[src/rtl/core/nlqt_pkg.sv]
// Shared types and constants for the neighbor link quality table.
package nlqt_pkg;

    localparam logic [15:0] NULL_SHORT_ID = 16'hFFFF;

    // Entry index as carried down the chain; covers the largest table size
    localparam int IDX_W = 8;

    // Configuration register indexes
    localparam logic [7:0] CFG_OWN_NODE_ID        = 8'd0;
    localparam logic [7:0] CFG_UPDATES_ENABLED    = 8'd1;
    localparam logic [7:0] CFG_TRACK_EUI          = 8'd2;
    localparam logic [7:0] CFG_REPORT_DESTINATION = 8'd3;

    typedef enum logic {
        OP_PACKET = 1'b0,
        OP_LOOKUP = 1'b1
    } op_t;

    typedef enum logic [2:0] {
        ST_RECORDED = 3'd0,
        ST_IGNORED  = 3'd1,
        ST_FULL     = 3'd2,
        ST_HIT      = 3'd3,
        ST_MISS     = 3'd4
    } status_t;

    // One item as it travels along the row of entry cells. Once an item is
    // resolved, sender/lqi/rssi/eui hold the contents of the entry it touched.
    typedef struct packed {
        op_t               op;
        logic [15:0]       sender;
        logic              addr_rsp;
        logic [7:0]        lqi;
        logic signed [7:0] rssi;
        logic [63:0]       eui;
        logic              done;
        status_t           status;
        logic [IDX_W-1:0]  idx;
    } item_t;

endpackage

[src/rtl/core/nlqt_cell.sv]
// One table entry with its compare logic and the item register to the next cell.
module nlqt_cell
    import nlqt_pkg::*;
#(
    parameter int CELL_INDEX = 0
) (
    input  logic  clk,
    input  logic  rst_n,
    input  logic  advance,
    input  logic  track_eui,
    input  logic  up_valid,
    input  item_t up_item,
    output logic  down_valid,
    output item_t down_item,
    output logic  used
);

    logic [15:0]       id_reg;
    logic [7:0]        lqi_reg;
    logic signed [7:0] rssi_reg;
    logic [63:0]       eui_reg;
    logic              valid_reg;
    item_t             item_reg;
    item_t             item_next;

    logic              claim;
    logic              lookup_hit;
    logic [63:0]       eui_new;

    assign used = (id_reg != NULL_SHORT_ID);

    // Decide whether the passing item resolves at this entry
    always_comb
    begin
        claim      = !up_item.done && (up_item.op == OP_PACKET)
                     && (!used || (id_reg == up_item.sender));
        lookup_hit = !up_item.done && (up_item.op == OP_LOOKUP)
                     && used && (eui_reg == up_item.eui);
        eui_new    = (track_eui && up_item.addr_rsp) ? up_item.eui : eui_reg;

        item_next = up_item;
        if (claim)
        begin
            item_next.done   = 1'b1;
            item_next.status = ST_RECORDED;
            item_next.idx    = IDX_W'(CELL_INDEX);
            item_next.eui    = eui_new;
        end
        else if (lookup_hit)
        begin
            item_next.done   = 1'b1;
            item_next.status = ST_HIT;
            item_next.idx    = IDX_W'(CELL_INDEX);
            item_next.sender = id_reg;
            item_next.lqi    = lqi_reg;
            item_next.rssi   = rssi_reg;
        end
    end

    // Update the entry on a claimed packet
    always_ff @(posedge clk or negedge rst_n)
    begin
        if (!rst_n)
        begin
            id_reg   <= NULL_SHORT_ID;
            lqi_reg  <= '0;
            rssi_reg <= '0;
            eui_reg  <= '0;
        end
        else if (advance && up_valid && claim)
        begin
            id_reg   <= up_item.sender;
            lqi_reg  <= up_item.lqi;
            rssi_reg <= up_item.rssi;
            eui_reg  <= eui_new;
        end
    end

    // Hand the item to the next cell; hold while the chain is stalled
    always_ff @(posedge clk or negedge rst_n)
    begin
        if (!rst_n)
        begin
            valid_reg <= 1'b0;
        end
        else if (advance)
        begin
            valid_reg <= up_valid;
        end
    end

    always_ff @(posedge clk)
    begin
        if (advance)
        begin
            item_reg <= item_next;
        end
    end

    assign down_valid = valid_reg;
    assign down_item  = item_reg;

endmodule

[config.mk]
export PLATFORM = sky130hd
export DESIGN_NAME = nlqt_cell
export DESIGN_NICKNAME = d
export VERILOG_FILES = /design/src/rtl/core/nlqt_pkg.sv /design/src/rtl/core/nlqt_cell.sv
export SDC_FILE = /design/constraint.sdc
export NUM_CORES = 1
export LEC_CHECK = 0
export BUFFER_PORTS_ARGS = -buffer_cell sky130_fd_sc_hd__buf_2
export CORE_MARGIN = 8
export CORE_UTILIZATION = 48
export CTS_BUF_LIST = sky130_fd_sc_hd__clkbuf_4 sky130_fd_sc_hd__clkbuf_8 sky130_fd_sc_hd__clkbuf_16
export DETAILED_ROUTE_END_ITERATION = 7
export HOLD_SLACK_MARGIN = 0.05
export PLACE_DENSITY = 0.76
export SETUP_SLACK_MARGIN = 0.02
export SLEW_MARGIN = 20
export SYNTH_ARGS = -nofsm -noshare
export SYNTH_HDL_FRONTEND = slang
export SYNTH_SLANG_ARGS = --single-unit
[constraint.sdc]
create_clock -name clk -period 2.66 [get_ports clk]
set_input_delay 0 -clock clk [delete_from_list [all_inputs] [get_ports clk]]
set_output_delay 0 -clock clk [all_outputs]
set_load 0.05 [all_outputs]
==> impl_metrics.toml <==
[run_status]
status = "finished clean"

[timing]
setup_viol = 0
period_minus_slack_ns = 2.64
timing.hold.ws_ns = 0.140
rsz0062_at_grt = "yes"
timing.final.crit_share_pct = 99.3
slew_viol_final = 0
skew_ns = 0.00984
tns_ns = 0
finalWorstSetupSlack_ns = 0.0194
max_freq_ghz = 0.379
worst_pin_slew_ns = 0.837
hold_viol = 0
relSlewSlack_pct = 44.2

[finish]
final-seq-area_um2 = 5750
drive_gt1_share_pct = 51.9
diodes = 0
fin_util_pct = 69.6
fillers = 1211
area_growth_pct = 41.9
largest_reg_flops = 110
nets = 1070
multi_input_area_um2 = 3410

[synthesis]
syn_inst = 581
synthFlopType = "edfxtp_1"
avgSynthCellArea_um2 = 15.8
synth_area_leader_cell = "edfxtp_1"
ys_top_cells_by_area = "edfxtp_1 (36%), dfrtp_1 (22%), mux2_2 (22%)"
ys_seq_area_share_pct = 62.5
post_synth_num_cell_types = 34
synthesis.area_um2 = 9200
ys_warn_count = 0
syn_nets = 696
ys_seq_elements = 207
yosys.area.top_type_share_pct = 35.9
async_reset_ff_share_pct = 46.9
synth_common_cells = "mux2_2 (176), edfxtp_1 (110), dfrtp_1 (81)"
synth.most_common_cell = "mux2_2"
synth_edf_count = 110

[critical_path]
cp-end-kind = "flop"
crit_required_ns = 3.03
start_kind = "flop"
r2r_cells = 6
cp_max_fo = 27
regToRegSetupSlack_ns = 0.02
criticalPathCategory = "reg2reg"
timing.rr.end = "eui_reg[41]"
timing.rr.start = "id_reg[12]"
cp_data_arrival_time_ns = 3.01

[pwr]
clkPwrFrac_pct = 40.1
p_leak_nw = 5.86
p_sw_w = 0.00191
seqPwrFrac_pct = 46.6
switching_share_pct = 24.9
power_frac_comb_pct = 13.3
p_per_area_nw_per_um2 = 587
peakVddDrop_uv = 465
internal-power_w = 0.00575

[clock_tree]
cts_root_buffer = "clkbuf_16"
clkSinkCount = 207
cts_buffer_depth = 3
path_clk_slew_ns = 0.06
cts_tree = "done"
clock_latency_ns = 0.49
cts.htree.levels = 1
cts_made_buffers = 22

[drt]
routed_wl_um = 25200
route.detailed.drc = 0
drt-initial-drc-count = 261
ant_nets = 0
vias = 6279
wire_per_inst_um = 20.9
avgViaCountPerCell = 5.21
drt-pass1-iter-count = 5

[die]
initial_core_util_pct = 49.0
core_um2 = 18800
die_area_um2 = 23900
die_height_um = 154
rows = 50
die_w_um = 154
io_pins = 227

[global_routing]
grt_max_degree = 112
grt_pass1_vias = 6705
grt_first_pass_wirelength_um = 37400
antenna_found_initial = 0
groute.usage.overall_pct = 19.6
grt-ovfl-total = 0

[run]
maxCapViolations = 0

[min_path]
hold_class = "in2async"

[placed_design]
port_buffers = 226
gp_congestion = 0.793
hpwl_um = 15000
pre_cts_ws_ns = -0.00908
[stage by stage]
| step | total power (W) | cell area, um2 | std cells |
|---|---|---|---|
| after global routing | 0.00789 | 13100 | 1205 |
| after detailed placement | 0.00449 | 10700 | 1034 |
| final | 0.00766 | 13100 | 1205 |
| after global placement | 0.00448 | 10700 | 1034 |
| after CTS | 0.00769 | 12700 | 1192 |
| after floorplan | 0.00414 | 9200 | 581 |
[area by class of cell]
cell class | count | share of cell area (%)
inverters | 26 | 0.747
multi-input cells | 327 | 26.1
flip-flops and latches | 207 | 44.0
repair buffers | 371 | 21.2
well taps | 234 | 2.24
clock inverters | 6 | 0.402
clock buffers | 34 | 5.23
[worst max-delay path, cell delays in order, from the launching register on]
cell and delay, ns:
dfstp_2 0.56, nand4_1 0.11, or4_4 0.55, a2111o_1 0.52, nor2_8 0.17, buf_12 0.21
mux2_2 0.36
[power groups by stage]
stage	clock (W)	sequential, W	combinational, W
2_1_floorplan	0	0.00400	0.000144
3_3_place_gp	0	0.00363	0.000850
3_5_place_dp	0	0.00363	0.000859
4_1_cts	0.00312	0.00357	0.000997
5_1_grt	0.00324	0.00358	0.00107
6_report	0.00307	0.00357	0.00102
[repair_timing]
item                                   CTS  global route
gates resized for setup                  6            43
hold buffers                           113             0
endpoints found under the hold margin  249             0
buffers inserted                         3             7
gates cloned                             2             7
pin swaps                                8             9
setup endpoints to repair               32           121
[how the worst max path moves through the flow]
| stage | from | to |
|---|---|---|
| 4_1_cts | eui_reg[10] | down_item[101] |
| 3_3_place_gp | eui_reg[13] | down_item[97] |
| 2_1_floorplan | id_reg[1] | eui_reg[58] |
| 5_1_grt | eui_reg[4] | down_item[84] |
| 6_report | id_reg[12] | eui_reg[41] |
| 3_5_place_dp | eui_reg[13] | down_item[95] |
[cells in the final DEF, fill, tap and decap left out, types with 10 or more instances in the layout]
master         synthesis  routed
buf_2                  9     224
dfstp_2               16      16
xnor2_1               33      27
dlygate4sd3_1          0     113
edfxtp_1             110     110
buf_4                  2      15
mux2_2               176     146
mux2i_1               10      10
inv_1                 26      26
nand4_1               16      16
xor2_1                29      29
mux2_4                 0      31
clkbuf_16              0      28
dfrtp_1               81      81
buf_12                 0      12
[layer usage]
metal	vias up	GRT usage, %	wire [um]
li1	2910	-	-
met1	3096	24.5	10300
met2	246	33.7	12400
met3	27	5.43	2060
met4	0	3.73	345
met5	-	0	0
[cells by family after synthesis]
logic type	after synthesis	share of synthesized area, %
compound gates	22	1.85
mux	192	23.4
flops	207	62.5
xor+xnor	62	5.90
simple gates	51	3.81
buf+inv	47	2.61
No activity file was read; power rests on OpenSTA's default activity.
